==> src/rtl/csv_fp_pkg.sv <==
// ----------------------------------------------------------------------------
// CSV field parser package
// Shared constants, result kinds and the result record for the CSV field
// parser.
// ----------------------------------------------------------------------------
package csv_fp_pkg;

    localparam int MAX_FIELDS_DEF     = 32;
    localparam int FIELD_CAPACITY_DEF = 64;

    localparam logic [7:0] QUOTE_CH = 8'h22;
    localparam logic [7:0] COMMA_CH = 8'h2C;
    localparam logic [7:0] END_CH   = 8'h00;

    typedef enum logic [1:0] {
        KIND_CHAR  = 2'd0,
        KIND_CLOSE = 2'd1,
        KIND_LINE  = 2'd2
    } t_kind;

    typedef struct packed {
        t_kind      kind;
        logic [4:0] field_number;
        logic [5:0] char_position;
        logic [7:0] byte_out;
        logic [5:0] field_count;
    } t_result;

endpackage

==> src/rtl/csv_fp_core.sv <==
// ----------------------------------------------------------------------------
// CSV field parser core
// Holds the line state (quote flags, field index, position, discard flag)
// and decodes one byte into at most one result.
// ----------------------------------------------------------------------------
module csv_fp_core #(
    parameter int MAX_FIELDS     = 32,
    parameter int FIELD_CAPACITY = 64
) (
    input  logic                i_clk,
    input  logic                i_rst_n,
    input  logic                i_advance,
    input  logic [7:0]          i_byte,
    output logic                o_gen,
    output csv_fp_pkg::t_result o_result
);
    import csv_fp_pkg::*;

    localparam int FW = (MAX_FIELDS > 1) ? $clog2(MAX_FIELDS) : 1;
    localparam int PW = $clog2(FIELD_CAPACITY);
    localparam logic [PW-1:0] POS_LAST = PW'(FIELD_CAPACITY - 1);
    localparam logic [FW:0]   FIELD_MAX = (FW + 1)'(MAX_FIELDS);

    logic          r_in_quotes, n_in_quotes;
    logic          r_pending, n_pending;
    logic [FW-1:0] r_field, n_field;
    logic [PW-1:0] r_pos, n_pos;
    logic          r_discard, n_discard;

    logic          do_unq;
    logic          do_store;
    logic          do_finish;
    logic [FW:0]   field_inc;
    logic [FW+4:0] field_wide;
    logic [PW+5:0] pos_wide;
    logic [FW+6:0] count_wide;

    assign field_inc  = {1'b0, r_field} + (FW + 1)'(1);
    assign field_wide = {5'b0, r_field};
    assign pos_wide   = {6'b0, r_pos};
    assign count_wide = {6'b0, field_inc};

    always_comb begin
        n_in_quotes = r_in_quotes;
        n_pending   = r_pending;
        n_field     = r_field;
        n_pos       = r_pos;
        n_discard   = r_discard;
        do_unq      = 1'b0;
        do_store    = 1'b0;
        do_finish   = 1'b0;
        o_gen       = 1'b0;
        o_result.kind          = KIND_CHAR;
        o_result.field_number  = field_wide[4:0];
        o_result.char_position = pos_wide[5:0];
        o_result.byte_out      = 8'h00;
        o_result.field_count   = 6'd0;

        if (r_discard) begin
            if (i_byte == END_CH) begin
                n_discard = 1'b0;
                n_in_quotes = 1'b0;
                n_pending = 1'b0;
                n_field = '0;
                n_pos = '0;
            end
        end else if (r_pending) begin
            n_pending = 1'b0;
            if (i_byte == QUOTE_CH) begin
                do_store = 1'b1;
            end else begin
                n_in_quotes = 1'b0;
                do_unq = 1'b1;
            end
        end else if (r_in_quotes) begin
            if (i_byte == END_CH) begin
                do_finish = 1'b1;
            end else if (i_byte == QUOTE_CH) begin
                n_pending = 1'b1;
            end else begin
                do_store = 1'b1;
            end
        end else begin
            do_unq = 1'b1;
        end

        if (do_unq) begin
            if (i_byte == QUOTE_CH) begin
                n_in_quotes = 1'b1;
            end else if (i_byte == COMMA_CH) begin
                o_gen = 1'b1;
                n_field = field_inc[FW-1:0];
                n_pos = '0;
                if (field_inc >= FIELD_MAX) begin
                    n_discard = 1'b1;
                    o_result.kind = KIND_LINE;
                    o_result.field_count = count_wide[5:0];
                end else begin
                    o_result.kind = KIND_CLOSE;
                end
            end else if (i_byte == END_CH) begin
                do_finish = 1'b1;
            end else begin
                do_store = 1'b1;
            end
        end

        if (do_store && (r_pos < POS_LAST)) begin
            o_gen = 1'b1;
            o_result.kind = KIND_CHAR;
            o_result.byte_out = i_byte;
            n_pos = r_pos + PW'(1);
        end

        if (do_finish) begin
            o_gen = 1'b1;
            o_result.kind = KIND_LINE;
            o_result.field_count = count_wide[5:0];
            n_in_quotes = 1'b0;
            n_pending = 1'b0;
            n_field = '0;
            n_pos = '0;
            n_discard = 1'b0;
        end
    end

    always_ff @(posedge i_clk) begin
        if (!i_rst_n) begin
            r_in_quotes <= 1'b0;
            r_pending   <= 1'b0;
            r_field     <= '0;
            r_pos       <= '0;
            r_discard   <= 1'b0;
        end else if (i_advance) begin
            r_in_quotes <= n_in_quotes;
            r_pending   <= n_pending;
            r_field     <= n_field;
            r_pos       <= n_pos;
            r_discard   <= n_discard;
        end
    end

endmodule

==> src/rtl/csv_field_parser.sv <==
// ----------------------------------------------------------------------------
// CSV field parser
// Splits a zero-terminated CSV line, one byte per transaction, into stored
// characters, field-close and line-end results with quoted-field handling.
// ----------------------------------------------------------------------------
// The block takes one byte per cycle while the input is not stalled and
// gives at most one result per byte. A byte goes into an input register,
// is decoded against the line state in the following cycle, and its result
// lands in an output register. The output register lets a new byte enter
// while a result still waits downstream; the input stalls only when a byte
// that produces a result finds the output register full and stalled.
module csv_field_parser #(
    parameter int MAX_FIELDS     = csv_fp_pkg::MAX_FIELDS_DEF,
    parameter int FIELD_CAPACITY = csv_fp_pkg::FIELD_CAPACITY_DEF
) (
    input  logic       i_clk,
    input  logic       i_rst_n,
    input  logic       i_in_valid,
    output logic       o_in_stall,
    input  logic [7:0] i_byte_in,
    output logic       o_out_valid,
    input  logic       i_out_stall,
    output logic [1:0] o_result_kind,
    output logic [4:0] o_field_number,
    output logic [5:0] o_char_position,
    output logic [7:0] o_byte_out,
    output logic [5:0] o_field_count
);
    import csv_fp_pkg::*;

    logic       r_in_valid;
    logic [7:0] r_byte;
    logic       r_out_valid;
    t_result    r_result;

    logic       gen;
    t_result    result;
    logic       out_free;
    logic       advance;

    csv_fp_core #(
        .MAX_FIELDS     (MAX_FIELDS),
        .FIELD_CAPACITY (FIELD_CAPACITY)
    ) u_core (
        .i_clk     (i_clk),
        .i_rst_n   (i_rst_n),
        .i_advance (advance),
        .i_byte    (r_byte),
        .o_gen     (gen),
        .o_result  (result)
    );

    assign out_free   = !r_out_valid || !i_out_stall;
    assign advance    = r_in_valid && (!gen || out_free);
    assign o_in_stall = r_in_valid && !advance;

    always_ff @(posedge i_clk) begin
        if (!i_rst_n) begin
            r_in_valid <= 1'b0;
        end else if (!r_in_valid || advance) begin
            r_in_valid <= i_in_valid;
        end
    end

    always_ff @(posedge i_clk) begin
        if (!r_in_valid || advance) begin
            r_byte <= i_byte_in;
        end
    end

    always_ff @(posedge i_clk) begin
        if (!i_rst_n) begin
            r_out_valid <= 1'b0;
        end else if (out_free) begin
            r_out_valid <= advance && gen;
        end
    end

    always_ff @(posedge i_clk) begin
        if (out_free && advance && gen) begin
            r_result <= result;
        end
    end

    assign o_out_valid     = r_out_valid;
    assign o_result_kind   = r_result.kind;
    assign o_field_number  = r_result.field_number;
    assign o_char_position = r_result.char_position;
    assign o_byte_out      = r_result.byte_out;
    assign o_field_count   = r_result.field_count;

endmodule
==> config.mk <==
export PLATFORM = sky130hd
export DESIGN_NAME = csv_field_parser
export DESIGN_NICKNAME = d
export VERILOG_FILES = /design/src/rtl/csv_fp_pkg.sv /design/src/rtl/csv_fp_core.sv /design/src/rtl/csv_field_parser.sv
export SDC_FILE = /design/constraint.sdc
export NUM_CORES = 1
export LEC_CHECK = 0
export BUFFER_PORTS_ARGS = -buffer_cell sky130_fd_sc_hd__buf_2
export CAP_MARGIN = 5
export CORE_ASPECT_RATIO = 0.5
export CORE_MARGIN = 2
export CORE_UTILIZATION = 60
export CTS_BUF_LIST = sky130_fd_sc_hd__clkbuf_4
export CTS_CLUSTER_DIAMETER = 50
export DETAILED_ROUTE_END_ITERATION = 7
export PLACE_DENSITY = 0.92
export REMOVE_ABC_BUFFERS = 1
export SETUP_SLACK_MARGIN = 0.15
export SLEW_MARGIN = 5
export SYNTH_ARGS = -nofsm -noshare
export SYNTH_HDL_FRONTEND = slang
export SYNTH_SLANG_ARGS = --single-unit
==> constraint.sdc <==
create_clock -name i_clk -period 6.5 [get_ports i_clk]
set_input_delay 1.3 -clock i_clk [delete_from_list [all_inputs] [get_ports i_clk]]
set_output_delay 1.3 -clock i_clk [all_outputs]
set_load 0.01 [all_outputs]
# Word level (Yosys, flattened, before mapping)
# Cells that the tools add are included.
# totals
register_bits	51
in_bits	12
elab_cells	109
# classes
addsub	2
magnitude_cmp	2
n_eq_ne	3
mux	69
bitwise	2
n_reduce_logical	17
# ops
op	n
two-way mux 6 bit	12
two-way mux 1 bit	46
two-way mux 5 bit	6
equality test 8 x 6 -> 1 bit, second input constant	2
two-way mux 2 bit	5
logical NOT 8 bit	1
adder 5 x 1 -> 6 bit, second input constant	1
adder 6 x 1 -> 6 bit, second input constant	1
greater-or-equal comparator 6 bit, second input constant	1
logical AND 1 bit	6
less-than comparator 6 bit, second input constant	1
logical NOT 1 bit	5
OR reduction 5 bit	1
logical OR 1 bit	3
!= test 3 bit, second input constant	1
NOT 1 bit	2
AND reduction 2 bit	1

# Logic depth before layout (Yosys ltp)
# Gate-level depths: netlist of run 1.
# logic_depth
depth_word	18
ltp_mapped	8
depth_no_buf	7

# Modules after synthesis
# From an unflattened synthesis of run 1, not the netlist that was laid out.
# unflattened
cells_unflattened	188
area_unflattened_um2	2238.4
# modules_own_cells
mod	instances	cells_each	area_each_um2	seq_area_each_um2
csv_field_parser	1	46	1144.8	1091.0
csv_fp_core	1	142	1093.5	280.3

# Least setup slack after synthesis of run 1
# OpenSTA, ideal clock, no wires.
# synth_path
kind	input to register
from	input port i_out_stall
to	register r_result, in the netlist o_byte_out[0] (enable)
setup_ns	0.412
t_arrival_ns	2.775
slack_ns	3.313
cell_stages	3
path_buffers	0
cell_sequence	nand2_1 nand2_1 nor2_1
# synth_between
elab_chain_len	6
# synth_rtl
element	line_no	source
from (decl)	csv_field_parser.sv:22	input logic i_out_stall,
logical NOT 1 bit (*)	csv_field_parser.sv:53	assign out_free = !r_out_valid || !i_out_stall;
logical OR 1 bit (*)	csv_field_parser.sv:53	
logical OR 1 bit	csv_field_parser.sv:54	assign advance = r_in_valid && (!gen || out_free);
logical AND 1 bit	csv_field_parser.sv:54	
logical AND 1 bit (*) (2 in a row)	csv_field_parser.sv:80	if (out_free && advance && gen) begin
to (signal assigned)	csv_field_parser.sv:81	r_result <= result;
to (decl)	csv_field_parser.sv:34	t_result r_result;
# Mark *: on every way between the ends. The rest lies on a longest branch, timed or not.
# A chain may end at the register's enable or synchronous reset.

# Final worst setup path of run 1
# layout_path
from	register u_core.r_pos[0]
to	output port o_in_stall
# layout_between
elab_chain_len	9
# layout_rtl
element	line_no	source
from (decl)	csv_fp_core.sv:27	logic [PW-1:0] r_pos, n_pos;
from (signal assigned)	csv_fp_core.sv:138	r_pos <= n_pos;
less-than comparator 6 bit	csv_fp_core.sv:108	if (do_store && (r_pos < POS_LAST)) begin
logical AND 1 bit	csv_fp_core.sv:108	
two-way mux 1 bit	csv_fp_core.sv:108	
two-way mux 1 bit	csv_fp_core.sv:115	if (do_finish) begin
logical NOT 1 bit	csv_field_parser.sv:54	
logical OR 1 bit	csv_field_parser.sv:54	
logical AND 1 bit	csv_field_parser.sv:54	
logical NOT 1 bit	csv_field_parser.sv:55	assign o_in_stall = r_in_valid && !advance;
logical AND 1 bit	csv_field_parser.sv:55	
to (decl)	csv_field_parser.sv:19	output logic o_in_stall,
# Every way passes these cells.

==> results.tsv, run 1 <==
metric	value	unit
status	complete, no violations	
Synth top cells by count	edfxtp_1, nor2_1, dfxtp_1, nand2_1	
Area Overhead vs Synth	12.8	%
Antenna diodes	0	
input/output buffers	40	
DR pass1 iterations	5	
number of global-route vias before repair	1510	
Worst path slowest cell	nor2_1	
CP max stage delay	490	ps
Crit path max-delay family	simple AND/OR/NAND/NOR gates	
wire length per cell	15.4	µm
die width	92.2	µm
WS Path Type	flip-flop to primary output	
Synth Flop Type	edfxtp_1	
IO Count	41	
TritonCTS clock tree	done	
layout cells sized above 1	0.227	
Final Slew Violations	0	
Total Power	0.554	mW
final hold slack	536	ps
Final setup viols	0	
worst setup path startpoint	u_core.r_pos[0]	
largest net degree at the start of global routing	29	
Buf/Inv on CP	1	
most frequent CP cell	and3_1	
grt ovf	0	
CP Capture Type	primary output	
global-route wire length before repair	7.09	mm
WP data required	5200	ps
die area	4430	µm²
CTS Buf Count	5	
RSZ-0062 raised after global routing	false	
CTS Hold Bufs	0	
RR Startpoint	u_core.r_pos[0]	
Worst-Margin Slew	642	ps
Clock Sink Count	51	
fmax	245	MHz
Post-Layout Cell Count	298	
area of the core	3580	µm²
EDFF count, synth	35	
clk_skew	26.9	ps
clk root buf	clkbuf_4	
PD cells	211	nW/µm²
cts repair resizes	0	
GPL Wtd Cong	0.893	
setup TNS	0	ps
clock slew at reported path FFs	160	ps
Die Y	48.1	µm
Seq cells post-synth	51	
Net count, final	260	
relative slew slack	0.569	
clk_lat worst skew	390	ps
most frequent cell after synthesis	edfxtp_1	
initial antenna violation count	0	
Synth top area share	0.451	
Post-CTS Setup Inserts	0	
period utilisation layout	0.627	
DRC	0	
Vias/cell	6.08	
Mapped Cells	206	
MaxCap Viol Count	0	
Post-Route Utilization	0.734	
clock buffer depth	2	
Hold WC Path Type	flip-flop to flip-flop	
CP Data Arrival Time	2780	ps
Leak	1.02	nW
Initial Util	0.651	
PnR worst setup slack	2420	ps
synthesized area	2330	µm²
DRT Wirelength	4.58	mm
Hold Vio Cnt, Final	0	
min Tclk post-route	4080	ps
design area	2630	µm²
H-tree depth	2	
Placed Instance Area	2570	µm²
hold path startpoint	u_core.r_field[4]	
placed cells	290	
CP cell instances	ha_1, and3_1, and3_1, nor2_1, a211oi_2, nor3_1, buf_2	
register area share after synthesis	0.588	
routed vias	1811	
unique cell type count in the Yosys netlist	50	
Crit Path Max Fanout	11	
maximum VDD drop	157	µV
Synth area leaders	edfxtp_1, dfxtp_1, and3_1	
gr usage total	0.220	
Initial DRC Count	134	
post-DP HPWL	3.23	mm
row count	15	
Setup crit start kind	flip-flop	
antenna-violating nets left	0	
biggest area consumer among synthesized cells	edfxtp_1	
pre-CTS setup slack	2900	ps
FFs w/ async S/R, synth	0	
Ys Warns	0	
Avg Synthesized Cell Area	11.3	µm²
[layer usage]
layer	part of all wire	vias up	wire length, µm	GRT usage
met5	0	-	0	0
met4	0.016	0	72	0.0985
met3	0.075	7	342	0.0583
met2	0.44	91	2030	0.350
met1	0.47	844	2130	0.298
li1	-	869	-	-
[where the power goes]
| group | internal (mW) | switching (mW) |
|---|---|---|
| clock | 0.0420 | 0.105 |
| sequential | 0.359 | 0.00727 |
| combinational | 0.0166 | 0.0242 |
[cell families (layout without fill, tap and decap cells)]
logic type	after synthesis	in the layout	share of synthesized area
simple gates	94	94	0.217
flops	51	51	0.588
compound gates	40	40	0.141
buf+inv	14	55	0.0231
xor+xnor	3	3	0.0113
fa+ha+maj	2	2	0.0107
mux	2	2	0.00912
[area by class of cell]
class,count,area [µm²]
timing repair buffer,41,208
clock buffer,5,37.5
sequential,51,1370
inverter,6,22.5
clock inverter,3,17.5
fill,273,955
tap,51,63.8
multi-input combinational,141,910
[flip-flops by register name, indices dropped and copies added, names as in the netlist]
register            cells
o_byte_out              8
r_byte                  8
o_char_position         6
o_field_count           6
u_core.r_pos            6
o_field_number          5
u_core.r_field          5
o_result_kind           2
o_out_valid             1
r_in_valid              1
u_core.r_discard        1
u_core.r_in_quotes      1
u_core.r_pending        1
[worst register-to-register path, cell delays in order (launching register included)]
cell and delay [ps]:
dfxtp_1 400, ha_1 260, and3_1 220, and3_1 240, nor2_1 490, a211oi_2 250, nor3_1 330, inv_1 220
[cell usage in the layout, fill, tap and decap left out, types with 3 or more instances in the layout]
| cell | count |
|---|---|
| a21oi_1 | 3 |
| a22o_1 | 6 |
| and2_1 | 4 |
| and3_1 | 11 |
| buf_2 | 40 |
| clkbuf_4 | 5 |
| dfxtp_1 | 16 |
| edfxtp_1 | 35 |
| inv_1 | 6 |
| nand2_1 | 14 |
| nand3_1 | 11 |
| nor2_1 | 17 |
| nor2b_1 | 8 |
| nor3_1 | 7 |
| nor4_1 | 4 |
| nor4b_1 | 3 |
| o21a_1 | 3 |
| o21ai_1 | 5 |
| o31ai_1 | 3 |
| xnor2_1 | 3 |
[final timing paths]
check / end / slack, ps / depth (start not counted)
setup / recovery: o_in_stall / 2420 / 7
hold / removal: o_field_number[4] / 540 / 0
setup reg to reg: r_byte[5] / 3800 / 7
hold reg to reg: o_field_number[4] / 540 / 0
No activity file was read; power rests on OpenSTA's default activity.
==> run 2, diff against run 1 <==
--- a/config.mk
+++ b/config.mk
@@ -9,11 +9,11 @@
 export CAP_MARGIN = 5
 export CORE_ASPECT_RATIO = 0.5
 export CORE_MARGIN = 2
-export CORE_UTILIZATION = 60
+export CORE_UTILIZATION = 57
 export CTS_BUF_LIST = sky130_fd_sc_hd__clkbuf_4
 export CTS_CLUSTER_DIAMETER = 50
 export DETAILED_ROUTE_END_ITERATION = 7
-export PLACE_DENSITY = 0.92
+export PLACE_DENSITY = 0.88
 export REMOVE_ABC_BUFFERS = 1
 export SETUP_SLACK_MARGIN = 0.15
 export SLEW_MARGIN = 5
==> constraint.sdc (replaced) <==
create_clock -name i_clk -period 3.8 [get_ports i_clk]
set_input_delay 0.76 -clock i_clk [delete_from_list [all_inputs] [get_ports i_clk]]
set_output_delay 0.76 -clock i_clk [all_outputs]
set_load 0.01 [all_outputs]
==> results.tsv, run 2 (synthesis results as in run 1) <==
metric	value	unit	change
Crit Path Max Fanout	8		was 11
Seq pwr share	0.666		was 0.661
cts repair resizes	0		unchanged
pre-CTS setup slack	890	ps	was 2900 ps
FF-to-FF path depth	6		was 7
most frequent cells in the layout	buf_2, edfxtp_1, nor2_1		unchanged
PD cells	356	nW/µm²	was 211 nW/µm²
die area	4650	µm²	was 4430 µm²
min Tclk post-route	3350	ps	
grt ovf	0		unchanged
Setup crit start kind	flip-flop		unchanged
initial antenna violation count	0		unchanged
clk_lat worst skew	370	ps	was 390 ps
maximum VDD drop	241	µV	was 157 µV
Placed Instance Area	2590	µm²	was 2570 µm²
antenna-violating nets left	0		unchanged
Total Power	0.940	mW	was 0.554 mW
power share of the clock group	0.261		was 0.265
Post-CTS Setup Inserts	0		unchanged
Final Slew Violations	0		unchanged
IO Count	41		unchanged
WS Path Type	flip-flop to primary output		unchanged
PnR worst setup slack	451	ps	was 2420 ps
post-DP HPWL	3.30	mm	was 3.23 mm
Logic pwr share	0.073		about the same
number of global-route vias before repair	1605		was 1510
clock buffer depth	2		unchanged
die width	94.5	µm	was 92.2 µm
CP Capture Type	primary output		unchanged
input/output buffers	40		unchanged
row count	16		was 15
DRC	0		unchanged
most common cell after layout, fill and taps aside	buf_2		unchanged
gr usage total	0.208		was 0.220
GPL Wtd Cong	0.898		was 0.893
Hold WC Path Type	flip-flop to flip-flop		unchanged
final hold slack	511	ps	was 536 ps
H-tree depth	2		unchanged
Vias/cell	5.86		was 6.08
Die Y	49.2	µm	was 48.1 µm
layout cells sized above 1	0.234		was 0.227
Area Overhead vs Synth	13.4	%	was 12.8%
wire length per cell	14.3	µm	was 15.4 µm
switching portion of total power	0.230		was 0.247
Internal	0.723	mW	was 0.418 mW
Net count, final	261		was 260
Clock Sink Count	51		unchanged
largest net degree at the start of global routing	27		was 29
Worst Hold Depth	0		unchanged
clk_skew	14.1	ps	was 26.9 ps
Leak	1.03	nW	was 1.02 nW
clock slew at reported path FFs	140	ps	was 160 ps
clk root buf	clkbuf_4		unchanged
MaxCap Viol Count	0		unchanged
Worst-Margin Slew	650	ps	was 642 ps
relative slew slack	0.564		was 0.569
fmax	299	MHz	
NetSw	0.217	mW	was 0.137 mW
Initial DRC Count	171		was 134
Filler Cell Count	317		was 273
DRT Wirelength	4.33	mm	was 4.58 mm
Initial Util	0.594		was 0.651
setup TNS	0	ps	unchanged
RSZ-0062 raised after global routing	false		unchanged
period utilisation layout	0.881		
design area	2640	µm²	was 2630 µm²
WP data required	3040	ps	was 5200 ps
Hold Vio Cnt, Final	0		unchanged
CTS Hold Bufs	0		unchanged
CTS Buf Count	5		unchanged
routed vias	1771		was 1811
global-route wire length before repair	7.43	mm	was 7.09 mm
Final setup viols	0		unchanged
DR pass1 iterations	4		was 5
CP Data Arrival Time	2590	ps	was 2780 ps
Antenna diodes	0		unchanged
TritonCTS clock tree	done		unchanged
area of the core	3920	µm²	was 3580 µm²
status	complete, no violations		unchanged
==> run 2: cell types whose count changed in the layout (fill, tap and decap cells not counted) <==
cell	before	now
buf_4	1	2
clkbuf_4	5	6
clkinv_1	1	0
clkinv_2	1	0
inv_2	0	1
==> run 2: power groups by stage <==
stage	combinational (mW)	sequential [mW]	clock (mW)
2_1_floorplan	0.0322	0.645	0
3_3_place_gp	0.0676	0.638	0
3_5_place_dp	0.0688	0.639	0
4_1_cts	0.0690	0.626	0.255
5_1_grt	0.0768	0.629	0.274
6_report	0.0687	0.626	0.245
==> run 2: path summary, 6_finish.rpt <==
path | start | slack, ps | endpoint
max | r_byte[1] | 450 | o_in_stall
min reg2reg | u_core.r_pos[1] | 510 | o_char_position[1]
max reg2reg | r_byte[1] | 1200 | r_byte[3]
min | u_core.r_pos[1] | 510 | o_char_position[1]
==> run 2: through the flow <==
step                       util  cells
after global routing      0.674    302
after floorplan               -    198
after detailed placement  0.659    294
after global placement    0.659    294
final                     0.674    302
after CTS                 0.674    302
==> run 2: layout make-up <==
type / instances / area, µm² / area share
sequential: 51 / 1370 / 0.519
multi-input combinational: 141 / 910 / 0.344
timing repair buffer: 42 / 215 / 0.0814
tap: 54 / 67.6 / 0.0256
clock buffer: 6 / 45.0 / 0.0170
inverter: 6 / 22.5 / 0.00852
clock inverter: 2 / 12.5 / 0.00473
==> run 2: metal layers <==
| layer | up-vias | GRT usage | part of all wire |
|---|---|---|---|
| met1 | 830 | 0.291 | 0.46 |
| met4 | 0 | 0.0749 | 0.0072 |
| li1 | 864 | - | - |
| met3 | 4 | 0.0541 | 0.080 |
| met2 | 73 | 0.315 | 0.45 |
| met5 | - | 0 | 0 |
==> run 2: worst max-delay path, cell delays in order (launching register included) <==
cell and delay, ps:
edfxtp_1 520, or4_1 620, o31ai_1 160, o21ai_1 160, a211oi_2 460, nor3_1 150, buf_2 170
==> run 3, diff against run 2 <==
--- a/config.mk
+++ b/config.mk
@@ -19,4 +19,5 @@
 export SLEW_MARGIN = 5
 export SYNTH_ARGS = -nofsm -noshare
 export SYNTH_HDL_FRONTEND = slang
+export SYNTH_HIERARCHICAL = 1
 export SYNTH_SLANG_ARGS = --single-unit
==> results.tsv, run 3 <==
metric	value	unit	change
status	complete, no violations		unchanged
clk_skew	16.8	ps	was 14.1 ps
area of the core	3840	µm²	was 3920 µm²
grt ovf	0		unchanged
DRC	0		unchanged
area of the multi-input gates	833	µm²	was 910 µm²
largest net degree at the start of global routing	28		was 27
clk_lat worst skew	380	ps	was 370 ps
Placed Instance Area	2500	µm²	was 2590 µm²
most frequent cells in the layout	buf_2, edfxtp_1, dfxtp_1		was buf_2, edfxtp_1, nor2_1
Hold Vio Cnt, Final	0		unchanged
Crit Path Max Fanout	9		was 8
CP Data Arrival Time	2600	ps	was 2590 ps
Post-Route Utilization	0.676		was 0.674
worst setup path startpoint	r_byte[4]		was r_byte[1]
global-route wire length before repair	7.17	mm	was 7.43 mm
routed vias	1606		was 1771
MaxCap Viol Count	0		unchanged
Seq cells post-synth	51		unchanged
Final setup viols	0		unchanged
Synth area leaders	edfxtp_1, dfxtp_1, and2_1		was edfxtp_1, dfxtp_1, and3_1
DR pass1 iterations	4		unchanged
TritonCTS clock tree	done		unchanged
die area	4470	µm²	was 4650 µm²
Initial DRC Count	98		was 171
CP cell instances	or4_1, a21o_1, a221oi_4, nor3_4, nand2b_1, nand4_2, inv_2, buf_2		was or4_1, o31ai_1, o21ai_1, a211oi_2, nor3_1, buf_2
initial antenna violation count	0		unchanged
Filler Cell Count	298		was 317
relative slew slack	0.616		was 0.564
register area	1370	µm²	unchanged
fmax	298	MHz	was 299 MHz
RSZ-0062 raised after global routing	false		unchanged
Final Slew Violations	0		unchanged
post-DP HPWL	3.01	mm	was 3.30 mm
input/output buffers	40		unchanged
GPL Wtd Cong	0.881		was 0.898
Avg Synthesized Cell Area	11.9	µm²	was 11.3 µm²
most frequent cell after synthesis	edfxtp_1		unchanged
DRT Wirelength	4.16	mm	was 4.33 mm
Crit path max-delay family	simple AND/OR/NAND/NOR gates		was compound AO/OA/AOI/OAI gates
CTS Buf Count	5		unchanged
number of global-route vias before repair	1501		was 1605
H-tree depth	2		unchanged
CP Capture Type	primary output		unchanged
row count	16		unchanged
RR Startpoint	r_byte[4]		was r_byte[1]
Vias/cell	5.56		was 5.86
Synth top area share	0.470		was 0.451
Area Overhead vs Synth	16.2	%	was 13.4%
antenna-violating nets left	0		unchanged
hold path startpoint	u_core/r_field[1]		was u_core.r_pos[1]
Ys Warns	6		was 0
Synth top cells by count	edfxtp_1, dfxtp_1, nor2_1, nand3_1, and2_1		was edfxtp_1, nor2_1, dfxtp_1, nand2_1
Mapped Cells	188		was 206
EDFF count, synth	35		unchanged
layout cells sized above 1	0.260		was 0.234
clk root buf	clkbuf_4		unchanged
PD cells	385	nW/µm²	was 356 nW/µm²
maximum VDD drop	213	µV	was 241 µV
FFs w/ async S/R, synth	0		unchanged
IO Count	41		unchanged
Die Y	48.3	µm	was 49.2 µm
CTS Hold Bufs	0		unchanged
design area	2600	µm²	was 2640 µm²
clock slew at reported path FFs	160	ps	was 140 ps
wire length per cell	14.4	µm	was 14.3 µm
final hold slack	506	ps	was 511 ps
Setup crit start kind	flip-flop		unchanged
setup TNS	0	ps	unchanged
die width	92.6	µm	was 94.5 µm
Worst-Margin Slew	570	ps	was 650 ps
Worst path slowest cell	or4_1		unchanged
unique cell type count in the Yosys netlist	48		was 50
clock buffer depth	2		unchanged
CP max stage delay	550	ps	was 620 ps
Net count, final	248		was 261
biggest area consumer among synthesized cells	edfxtp_1		unchanged
Synth Flop Type	edfxtp_1		unchanged
min Tclk post-route	3360	ps	was 3350 ps
WP data required	3040	ps	about the same
synthesized area	2240	µm²	was 2330 µm²
register area share after synthesis	0.613		was 0.588
Leak	0.987	nW	was 1.03 nW
period utilisation layout	0.884		was 0.881
most common cell after layout, fill and taps aside	buf_2		unchanged
Antenna diodes	0		unchanged
Initial Util	0.582		was 0.594
Hold WC Path Type	flip-flop to flip-flop		unchanged
WS Path Type	flip-flop to primary output		unchanged
gr usage total	0.210		was 0.208
Clock Sink Count	51		unchanged
Buf/Inv on CP	2		was 1
==> run 3: changes by cell type after synthesis, moves of 4 or more <==
cell | previous run | this run
a22o_1 | 6 | 1
and2_1 | 4 | 12
and3_1 | 11 | 3
clkbuf_1 | 7 | 2
nand2_1 | 14 | 10
nor3_1 | 7 | 2
nor3b_1 | 0 | 4
o21ai_0 | 1 | 10
==> run 3: cells by family after synthesis <==
| group | share of synthesized area |
|---|---|
| buffers and inverters | 0.0190 |
| AND/OR/NAND/NOR | 0.225 |
| flip-flops | 0.613 |
| adder cells (fa/ha/maj) | 0.0112 |
| XOR/XNOR | 0.0157 |
| multiplexers | 0.00447 |
| AO/OA/AOI/OAI | 0.112 |
==> run 3: final timing paths <==
| check | slack, ps | depth (start not counted) | endpoint |
|---|---|---|---|
| max | 440 | 8 | o_in_stall |
| min | 510 | 0 | o_field_number[1] |
| max reg2reg | 640 | 10 | u_core/r_pos[2] |
| min reg2reg | 510 | 0 | o_field_number[1] |
==> run 3: metal layers <==
layer	global-route usage	share of wire	up-vias
met2	0.307	0.45	62
met5	0	0	-
li1	-	-	798
met1	0.303	0.46	736
met3	0.0561	0.068	10
met4	0.0809	0.017	0
==> run 3: what timing repair did <==
item / 4_1_cts / 5_1_grt
pin swaps: 0 / 1
setup endpoints to repair: 1 / 1
resized for setup: 1 / 0
buffers inserted: 0 / 1
==> run 3: area by class of cell <==
class                           count  area share
Clock inverter                      3      0.0173
Clock buffer                        5      0.0144
Multi-Input combinational cell    127       0.321
Sequential cell                    51       0.527
Tap cell                           54      0.0260
Timing Repair Buffer               43      0.0857
Inverter                            6     0.00866
==> run 3: stage by stage <==
| stage | power (mW) | std cells | worst slack, ps |
|---|---|---|---|
| 2_1_floorplan | 0.669 | 184 | 232 |
| 3_3_place_gp | 0.694 | 280 | 555 |
| 3_5_place_dp | 0.697 | 280 | 436 |
| 4_1_cts | 1.01 | 288 | 167 |
| 5_1_grt | 1.04 | 289 | 276 |
| 6_report | 1.00 | 289 | 441 |
==> run 3: report_power, final <==
part	internal, mW	leakage (nW)	switching, mW
Clock	0.142	0.0461	0.174
Sequential	0.612	0.481	0.0110
Combinational	0.0255	0.460	0.0362
Total	0.779	0.987	0.222
